### src/sfrsc_pkg.sv
// sfrsc_pkg: shared types and constants of the sync frame receiver
// header bytes, register map, event codes and the structs passed between modules
// no dependencies
package sfrsc_pkg;

   // header bytes that open every frame
   localparam logic [7:0] HDR_FIRST  = 8'hA5;
   localparam logic [7:0] HDR_SECOND = 8'h5A;

   // position of the length byte, first body position
   localparam logic [7:0] POS_LENGTH = 8'd2;
   localparam logic [7:0] POS_BODY   = 8'd3;

   // register reset values
   localparam logic [7:0] FRAME_LENGTH_RESET  = 8'd108;
   localparam logic [7:0] TIMEOUT_TICKS_RESET = 8'd10;

   // register map, index taken from paddr bit 2
   localparam int         PADDR_WIDTH = 3;
   localparam logic       REG_FRAME_LENGTH  = 1'b0;
   localparam logic       REG_TIMEOUT_TICKS = 1'b1;

   // input command codes
   localparam logic       CMD_BYTE = 1'b0;
   localparam logic       CMD_TICK = 1'b1;

   // result event codes
   typedef enum logic [2:0] {
      EV_NONE     = 3'd0,
      EV_ACCEPT   = 3'd1,
      EV_REJECT   = 3'd2,
      EV_GOOD     = 3'd3,
      EV_BAD_SUM  = 3'd4,
      EV_TIMEOUT  = 3'd5
   } event_type;

   // configuration handed to the parser
   typedef struct packed {
      logic [7:0] frame_length;
      logic [7:0] timeout_ticks;
   } cfg_type;

   // one result beat
   typedef struct packed {
      event_type  event_res;
      logic [7:0] byte_index;
      logic [7:0] byte_value;
   } result_type;

endpackage

### src/sfrsc_chan_if.sv
// sfrsc_chan_if: valid/ready channels of the sync frame receiver
// request channel carries bytes and ticks, response channel carries events
// depends on sfrsc_pkg
interface sfrsc_req_if;
   logic       valid;
   logic       ready;
   logic       command;
   logic [7:0] rx_byte;

   modport source (output valid, output command, output rx_byte, input ready);
   modport sink   (input valid, input command, input rx_byte, output ready);
endinterface

interface sfrsc_rsp_if;
   logic                  valid;
   logic                  ready;
   sfrsc_pkg::event_type  event_res;
   logic [7:0]            byte_index;
   logic [7:0]            byte_value;

   modport source (output valid, output event_res, output byte_index, output byte_value,
                   input ready);
   modport sink   (input valid, input event_res, input byte_index, input byte_value,
                   output ready);
endinterface

### src/sfrsc_csr.sv
// sfrsc_csr: APB register file holding frame_length and timeout_ticks
// depends on sfrsc_pkg
module sfrsc_csr (
   input  logic                               clock,
   input  logic                               reset,
   input  logic                               psel,
   input  logic                               penable,
   input  logic                               pwrite,
   input  logic [sfrsc_pkg::PADDR_WIDTH-1:0]  paddr,
   input  logic [31:0]                        pwdata,
   output logic [31:0]                        prdata,
   output logic                               pready,
   output sfrsc_pkg::cfg_type                 cfg
);
   import sfrsc_pkg::*;

   logic [7:0] frame_length_ff, frame_length_in;
   logic [7:0] timeout_ticks_ff, timeout_ticks_in;
   logic       wr_en;
   logic       reg_sel;

   assign pready  = 1'b1;
   assign wr_en   = psel & penable & pwrite & pready;
   assign reg_sel = paddr[2];

   // write decode
   always_comb begin
      frame_length_in  = frame_length_ff;
      timeout_ticks_in = timeout_ticks_ff;
      if (wr_en) begin
         unique case (reg_sel)
            REG_FRAME_LENGTH:  frame_length_in  = pwdata[7:0];
            REG_TIMEOUT_TICKS: timeout_ticks_in = pwdata[7:0];
            default:           frame_length_in  = frame_length_ff;
         endcase
      end
   end

   always_ff @(posedge clock) begin
      if (reset) begin
         frame_length_ff  <= FRAME_LENGTH_RESET;
         timeout_ticks_ff <= TIMEOUT_TICKS_RESET;
      end else begin
         frame_length_ff  <= frame_length_in;
         timeout_ticks_ff <= timeout_ticks_in;
      end
   end

   // read mux
   always_comb begin
      unique case (reg_sel)
         REG_FRAME_LENGTH:  prdata = {24'd0, frame_length_ff};
         REG_TIMEOUT_TICKS: prdata = {24'd0, timeout_ticks_ff};
         default:           prdata = 32'd0;
      endcase
   end

   assign cfg.frame_length  = frame_length_ff;
   assign cfg.timeout_ticks = timeout_ticks_ff;

endmodule

### src/sfrsc_parser.sv
// sfrsc_parser: frame position, running sum and timeout counter
// works out the event for one byte or tick and updates state on step
// depends on sfrsc_pkg
module sfrsc_parser (
   input  logic                    clock,
   input  logic                    reset,
   input  logic                    step,
   input  logic                    command,
   input  logic [7:0]              rx_byte,
   input  sfrsc_pkg::cfg_type      cfg,
   output sfrsc_pkg::result_type   result
);
   import sfrsc_pkg::*;

   logic [7:0] pos_ff, pos_in;
   logic [7:0] sum_ff, sum_in;
   logic [7:0] tmo_ff, tmo_in;
   logic [8:0] pos_next;
   logic       hdr_ok;

   assign pos_next = {1'b0, pos_ff} + 9'd1;

   // header byte check for the first three positions
   always_comb begin
      unique case (pos_ff)
         8'd0:       hdr_ok = (rx_byte == HDR_FIRST);
         8'd1:       hdr_ok = (rx_byte == HDR_SECOND);
         POS_LENGTH: hdr_ok = (rx_byte == cfg.frame_length);
         default:    hdr_ok = 1'b0;
      endcase
   end

   // next state and result
   always_comb begin
      pos_in            = pos_ff;
      sum_in            = sum_ff;
      tmo_in            = tmo_ff;
      result.event_res  = EV_NONE;
      result.byte_index = pos_ff;
      result.byte_value = 8'd0;
      if (command == CMD_BYTE) begin
         result.byte_value = rx_byte;
         tmo_in            = cfg.timeout_ticks;
         if (pos_ff < POS_BODY) begin
            if (hdr_ok) begin
               sum_in           = sum_ff + rx_byte;
               pos_in           = pos_next[7:0];
               result.event_res = EV_ACCEPT;
            end else begin
               sum_in           = 8'd0;
               pos_in           = 8'd0;
               result.event_res = EV_REJECT;
            end
         end else if (pos_next >= {1'b0, cfg.frame_length}) begin
            // last byte carries the sum
            result.event_res = (rx_byte == sum_ff) ? EV_GOOD : EV_BAD_SUM;
            sum_in           = 8'd0;
            pos_in           = 8'd0;
         end else begin
            sum_in           = sum_ff + rx_byte;
            pos_in           = pos_next[7:0];
            result.event_res = EV_ACCEPT;
         end
      end else if (tmo_ff != 8'd0) begin
         // tick counts the timeout down
         tmo_in = tmo_ff - 8'd1;
         if (tmo_ff == 8'd1) begin
            result.event_res = EV_TIMEOUT;
         end
      end
   end

   always_ff @(posedge clock) begin
      if (reset) begin
         pos_ff <= 8'd0;
         sum_ff <= 8'd0;
         tmo_ff <= 8'd0;
      end else if (step) begin
         pos_ff <= pos_in;
         sum_ff <= sum_in;
         tmo_ff <= tmo_in;
      end
   end

endmodule

### src/sync_frame_receiver_with_sum_check_top.sv
// sync_frame_receiver_with_sum_check_top: frame receiver with header sync and sum check
// input register, parser, result register; APB register file
// depends on sfrsc_pkg, sfrsc_chan_if, sfrsc_csr, sfrsc_parser
//
// Usage
//   req_bus: one beat per received byte (command 0) or millisecond tick (command 1).
//   rsp_bus: exactly one beat per request beat, in order: event code, the frame
//            position handled and the byte value (zero for ticks).
//   APB port: frame_length at address 0, timeout_ticks at address 4; write only
//            while no request is in flight.
// Path: a request beat is held in the input register, then its response beat in the
//   result register, from which rsp_bus takes it.
// Throughput: one beat per cycle while rsp ready is high; the input register hands on
//   an item whenever the result register is empty or its beat is being taken.
// Reset: synchronous, clears the frame position, sum and timeout counter, empties
//   both registers and loads frame_length 108 and timeout_ticks 10.
// Stall: while rsp ready is low the result register holds its beat and the input
//   register still takes one further beat; req ready then drops until the
//   result beat is taken.
module sync_frame_receiver_with_sum_check_top (
   input  logic                               clock,
   input  logic                               reset,
   sfrsc_req_if.sink                          req_bus,
   sfrsc_rsp_if.source                        rsp_bus,
   input  logic                               psel,
   input  logic                               penable,
   input  logic                               pwrite,
   input  logic [sfrsc_pkg::PADDR_WIDTH-1:0]  paddr,
   input  logic [31:0]                        pwdata,
   output logic [31:0]                        prdata,
   output logic                               pready
);
   import sfrsc_pkg::*;

   cfg_type    cfg;
   result_type result;

   logic       in_valid_ff, in_valid_in;
   logic       in_command_ff;
   logic [7:0] in_byte_ff;
   logic       out_valid_ff, out_valid_in;
   result_type out_ff;
   logic       step;
   logic       req_take;

   // register file
   sfrsc_csr u_csr (
      .clock   (clock),
      .reset   (reset),
      .psel    (psel),
      .penable (penable),
      .pwrite  (pwrite),
      .paddr   (paddr),
      .pwdata  (pwdata),
      .prdata  (prdata),
      .pready  (pready),
      .cfg     (cfg)
   );

   // handshake control
   assign step          = in_valid_ff & (~out_valid_ff | rsp_bus.ready);
   assign req_bus.ready = ~in_valid_ff | step;
   assign req_take      = req_bus.valid & req_bus.ready;

   always_comb begin
      in_valid_in  = req_take | (in_valid_ff & ~step);
      out_valid_in = step | (out_valid_ff & ~rsp_bus.ready);
   end

   // input register
   always_ff @(posedge clock) begin
      if (reset) begin
         in_valid_ff <= 1'b0;
      end else begin
         in_valid_ff <= in_valid_in;
      end
   end

   always_ff @(posedge clock) begin
      if (req_take) begin
         in_command_ff <= req_bus.command;
         in_byte_ff    <= req_bus.rx_byte;
      end
   end

   // parser state and event logic
   sfrsc_parser u_parser (
      .clock   (clock),
      .reset   (reset),
      .step    (step),
      .command (in_command_ff),
      .rx_byte (in_byte_ff),
      .cfg     (cfg),
      .result  (result)
   );

   // result register
   always_ff @(posedge clock) begin
      if (reset) begin
         out_valid_ff <= 1'b0;
      end else begin
         out_valid_ff <= out_valid_in;
      end
   end

   always_ff @(posedge clock) begin
      if (step) begin
         out_ff <= result;
      end
   end

   assign rsp_bus.valid      = out_valid_ff;
   assign rsp_bus.event_res  = out_ff.event_res;
   assign rsp_bus.byte_index = out_ff.byte_index;
   assign rsp_bus.byte_value = out_ff.byte_value;

endmodule
### src/flat_wrapper.sv
// flat-port wrapper written by rule: the top's interface ports become plain ports
module sync_frame_receiver_with_sum_check_top_flat import sfrsc_pkg::*;
  (clock, reset, psel, penable, pwrite, paddr, pwdata, prdata, pready, req_bus_valid, req_bus_command, req_bus_rx_byte, req_bus_ready, rsp_bus_valid, rsp_bus_event_res, rsp_bus_byte_index, rsp_bus_byte_value, rsp_bus_ready);
  sfrsc_req_if req_bus_i ();
  sfrsc_rsp_if rsp_bus_i ();
  input  logic clock;
  input  logic reset;
  input  logic psel;
  input  logic penable;
  input  logic pwrite;
  input  logic [sfrsc_pkg::PADDR_WIDTH-1:0] paddr;
  input  logic [31:0] pwdata;
  output logic [31:0] prdata;
  output logic pready;
  input wire logic [$bits(req_bus_i.valid)-1:0] req_bus_valid;
  input wire logic [$bits(req_bus_i.command)-1:0] req_bus_command;
  input wire logic [$bits(req_bus_i.rx_byte)-1:0] req_bus_rx_byte;
  output wire logic [$bits(req_bus_i.ready)-1:0] req_bus_ready;
  output wire logic [$bits(rsp_bus_i.valid)-1:0] rsp_bus_valid;
  output wire logic [$bits(rsp_bus_i.event_res)-1:0] rsp_bus_event_res;
  output wire logic [$bits(rsp_bus_i.byte_index)-1:0] rsp_bus_byte_index;
  output wire logic [$bits(rsp_bus_i.byte_value)-1:0] rsp_bus_byte_value;
  input wire logic [$bits(rsp_bus_i.ready)-1:0] rsp_bus_ready;
  assign req_bus_i.valid = req_bus_valid;
  assign req_bus_i.command = req_bus_command;
  assign req_bus_i.rx_byte = req_bus_rx_byte;
  assign req_bus_ready = req_bus_i.ready;
  assign rsp_bus_valid = rsp_bus_i.valid;
  assign rsp_bus_event_res = rsp_bus_i.event_res;
  assign rsp_bus_byte_index = rsp_bus_i.byte_index;
  assign rsp_bus_byte_value = rsp_bus_i.byte_value;
  assign rsp_bus_i.ready = rsp_bus_ready;
  sync_frame_receiver_with_sum_check_top u_core (.clock(clock), .reset(reset), .req_bus(req_bus_i), .rsp_bus(rsp_bus_i), .psel(psel), .penable(penable), .pwrite(pwrite), .paddr(paddr), .pwdata(pwdata), .prdata(prdata), .pready(pready));
endmodule
### config.mk
export PLATFORM = sky130hd
export DESIGN_NAME = sync_frame_receiver_with_sum_check_top_flat
export DESIGN_NICKNAME = d
export VERILOG_FILES = /design/src/sfrsc_pkg.sv /design/src/sfrsc_chan_if.sv /design/src/sfrsc_csr.sv /design/src/sfrsc_parser.sv /design/src/sync_frame_receiver_with_sum_check_top.sv /design/src/flat_wrapper.sv
export SDC_FILE = /design/constraint.sdc
export NUM_CORES = 1
export LEC_CHECK = 0
export BUFFER_PORTS_ARGS = -buffer_cell sky130_fd_sc_hd__buf_2
export CAP_MARGIN = 40
export CELL_PAD_IN_SITES_DETAIL_PLACEMENT = 1
export CELL_PAD_IN_SITES_GLOBAL_PLACEMENT = 1
export CORE_AREA = 2 2 104 106
export DETAILED_ROUTE_END_ITERATION = 7
export DIE_AREA = 0 0 106 108
export PLACE_DENSITY_LB_ADDON = 0.1
export SYNTH_ARGS = -nofsm -noshare
export SYNTH_HDL_FRONTEND = slang
export SYNTH_SLANG_ARGS = --single-unit
### constraint.sdc
create_clock -name clock -period 3.6 [get_ports clock]
set_clock_uncertainty 0.15 [all_clocks]
set_input_delay 0.18 -clock clock [delete_from_list [all_inputs] [get_ports clock]]
set_output_delay 0.18 -clock clock [all_outputs]
set_load 0.005 [all_outputs]
==> results.cfg <==
[run_status]
status = finished clean

[synth]
synth_top_family_by_area = simple AND/OR/NAND/NOR gates
synth_compound_gate_area_share = 0.161
ys_top_cells_by_count = 53 x nand2_1, 42 x dfxtp_1, 35 x nor2_1, 29 x a21oi_1, 28 x edfxtp_1
ys_warn_count = 0
yosys-mux-area-fraction = 0.0154
synth_largest_area_cell = dfxtp_1
synth.area.top_cells = dfxtp_1 22%, edfxtp_1 22%, ha_1 6.7%
synth_edf_count = 28
syn_inst = 427
synth_xor_area_frac = 0.0359
ys_seq_elements = 70
yosys.cell_count.top_type = nand2_1
synth_flop_cell = dfxtp_1
syn_area_per_cell_sq_um = 9.14
synth_top_area_frac = 0.215
ys_async_sr_fraction = 0
yosysSeqAreaShare = 0.431
synth_cell_types = 57
synth-simple-area-share = 0.195
synthAdderAreaFrac = 0.0725
synth.cell_area_sq_um = 3900

[final_layout]
diodes = 0
final_layout_size_suffix_gt1_frac = 0.207
area_delta_synth_final_pct = 20.9
fillers = 1216
nets = 580

[timing]
setup_viol = 0
holdWs_ns = 0.108
drv_slew = 0
rsz0062_at_grt = no
final_hold_viol_count = 0
fin_crit_sh = 0.923
tightestPinTransition_ns = 0.660
fmax_mhz = 301
period_minus_slack_ns = 3.32
relSlewSlack = 0.556
fin_setup_tns_ns = 0

[clock_network]
numCtsBuffers = 9
post_cts_buffers = 0
clockRootBuffer = clkbuf_8
insertion_delay_ns = 0.35
cts_tree = done
h-tree-depth = 3
clkSinkCount = 70
clock_path_buffers = 2
path_clk_slew_ns = 0.09

[floorplanning]
initial_core_util = 0.381
die_area_sq_um = 11400
die-width_um = 106
core.rowCount = 37
fp.dieH_um = 108
core_area_sq_um = 10200
io_pins = 105

[global_route]
busiest_layer = met2
grt-ovfl-total = 0
track_usage = 0.185
grt_start_max_net_pins = 29
grt_antenna_before_repair = 0
grt_pass1_wl_mm = 16.5
grt_util_met3 = 0.0301
grt_util_met2 = 0.310
grt.met1_usage = 0.249
grt_pass1_vias = 3202

[power]
p_int_mw = 1.28
p_sw_uw = 474
p_per_area_nw_per_um2 = 372
clkPwrFrac = 0.386
p_leak_nw = 1.90
switching_share = 0.270
combinationalPowerShare = 0.115
seqPwrFrac = 0.500
peakVddDrop_mv = 0.245

[worst_setup_path]
cp_cell_sequence = ha_1 -> nand3_1 -> nor2_1 -> xor2_1 -> ha_1 -> and3_1 -> a221o_1 -> a31oi_1 -> o21ai_1 -> o22ai_4 -> buf_12 -> nand4b_1 -> a31oi_1
worstSetupEndpointType = flop
cp.arrival_ns = 3.44
crit_type = flop to flop
max_stage_delay_ns = 0.47
path_buf_inv = 1
worstPathRequired_ns = 3.72
worst_path_dominant_cell_family = compound AO/OA/AOI/OAI gates
worstPathMaxFanout = 16
slowest_stage = dfxtp_1
start_kind = flop

[drt]
detail-route-antenna-nets = 0
drc = 0
dr.pass1.iters = 4
routed_wl_mm = 10.3
via_count = 3231
routed_via_density = 4.99
wire_per_inst_um = 15.9
drtIter0Drc = 107

[min_path]
worstHoldPathType = input port to flop

[placed_design]
portBuffers = 53
place_hpwl_mm = 7.54
gp_congestion = 0.803

[flow_run]
drv_cap = 0
-- logic make-up (layout without fill, tap and decap cells) --
logic type | Yosys count | after routing
simple gates | 151 | 151
compound gates | 97 | 97
flops | 70 | 70
buf+inv | 63 | 125
fa+ha+maj | 22 | 22
xor+xnor | 16 | 16
mux | 6 | 6
other cells | 2 | 25
-- per-stage QoR --
stage,area (sq um),cells,power (mW),setup WS [ns],utilization
detailed placement,4320,613,1.08,0.207,0.422
CTS,4720,648,1.77,0.152,0.461
global route,4720,648,1.84,0.0186,0.461
global placement,4270,610,1.07,0.290,0.418
finish,4720,648,1.76,0.278,0.461
floorplan,3990,450,1.03,0.533,-
-- power groups by stage --
stage               Combinational [mW]  Sequential [mW]  Clock [mW]
floorplan                        0.138            0.888           0
global placement                 0.176            0.895           0
detailed placement               0.186            0.896           0
CTS                              0.203            0.877       0.692
global route                     0.226            0.881       0.728
finish                           0.201            0.877       0.677
-- flip-flops by register name, indices dropped and copies added (netlist names), 3 cells and up --
| name | flops |
|---|---|
| u_core.in_byte_ff | 8 |
| u_core.rsp_bus.byte_index | 8 |
| u_core.rsp_bus.byte_value | 8 |
| u_core.u_csr.frame_length_ff | 8 |
| u_core.u_csr.timeout_ticks_ff | 8 |
| u_core.u_parser.pos_ff | 8 |
| u_core.u_parser.sum_ff | 8 |
| u_core.u_parser.tmo_ff | 8 |
| u_core.rsp_bus.event_res | 3 |
-- cells in the final DEF, fill, tap and decap left out, drive strengths merged, types with 2 or more instances in the layout --
cell | Yosys | routed
o21a | 2 | 2
nor2b | 9 | 9
or4 | 2 | 2
xor2 | 5 | 5
nand2b | 2 | 2
nand4b | 3 | 3
a211o | 4 | 4
o31ai | 2 | 2
nand3b | 4 | 4
a21o | 4 | 4
conb | 2 | 25
inv | 20 | 21
clkinv | 1 | 4
nand2 | 53 | 53
dlygate4sd3 | 0 | 19
a211oi | 4 | 4
or3 | 2 | 2
edfxtp | 28 | 28
a21oi | 37 | 37
ha | 21 | 21
nand4 | 3 | 3
o22ai | 2 | 2
nor3 | 8 | 8
a22oi | 5 | 5
nand3 | 22 | 22
buf | 29 | 69
a31oi | 4 | 4
o21ai | 23 | 23
o21bai | 2 | 2
nor2 | 36 | 36
mux2i | 6 | 6
dfxtp | 42 | 42
nor4 | 3 | 3
clkbuf | 13 | 12
xnor2 | 11 | 11
-- metal layers --
layer / share of wire / wire length [um]
met3: 0.029 / 300
met4: 0.011 / 113
met2: 0.48 / 4940
met5: 0 / 0
met1: 0.48 / 4930
-- layout make-up --
class / count / area, sq um / area share
clock buffer: 12 / 178 / 0.0376
tap: 136 / 170 / 0.0361
multi-input combinational: 317 / 1970 / 0.417
timing repair buffer: 88 / 608 / 0.129
sequential: 70 / 1680 / 0.356
clock inverter: 4 / 35.0 / 0.00742
inverter: 21 / 78.8 / 0.0167
-- timing repair --
action | 4_1_cts | 5_1_grt
hold buffers | 19 | 0
setup endpoints to repair | 0 | 6
gates resized for setup | 0 | 1
endpoints found under the hold margin | 27 | 0
-- path summary, 6_finish.rpt --
kind,from,endpoint,slack [ns],cells past startpoint
worst min-delay path,reset,u_core.u_parser.pos_ff[7],0.11,2
worst min register to register,u_core.u_parser.sum_ff[0],u_core.u_parser.sum_ff[0],0.32,2
worst max-delay path,u_core.u_parser.pos_ff[1],u_core.u_parser.sum_ff[7],0.28,13
worst max register to register,u_core.u_parser.pos_ff[1],u_core.u_parser.sum_ff[7],0.28,13
(Power assumes the default switching activity.)
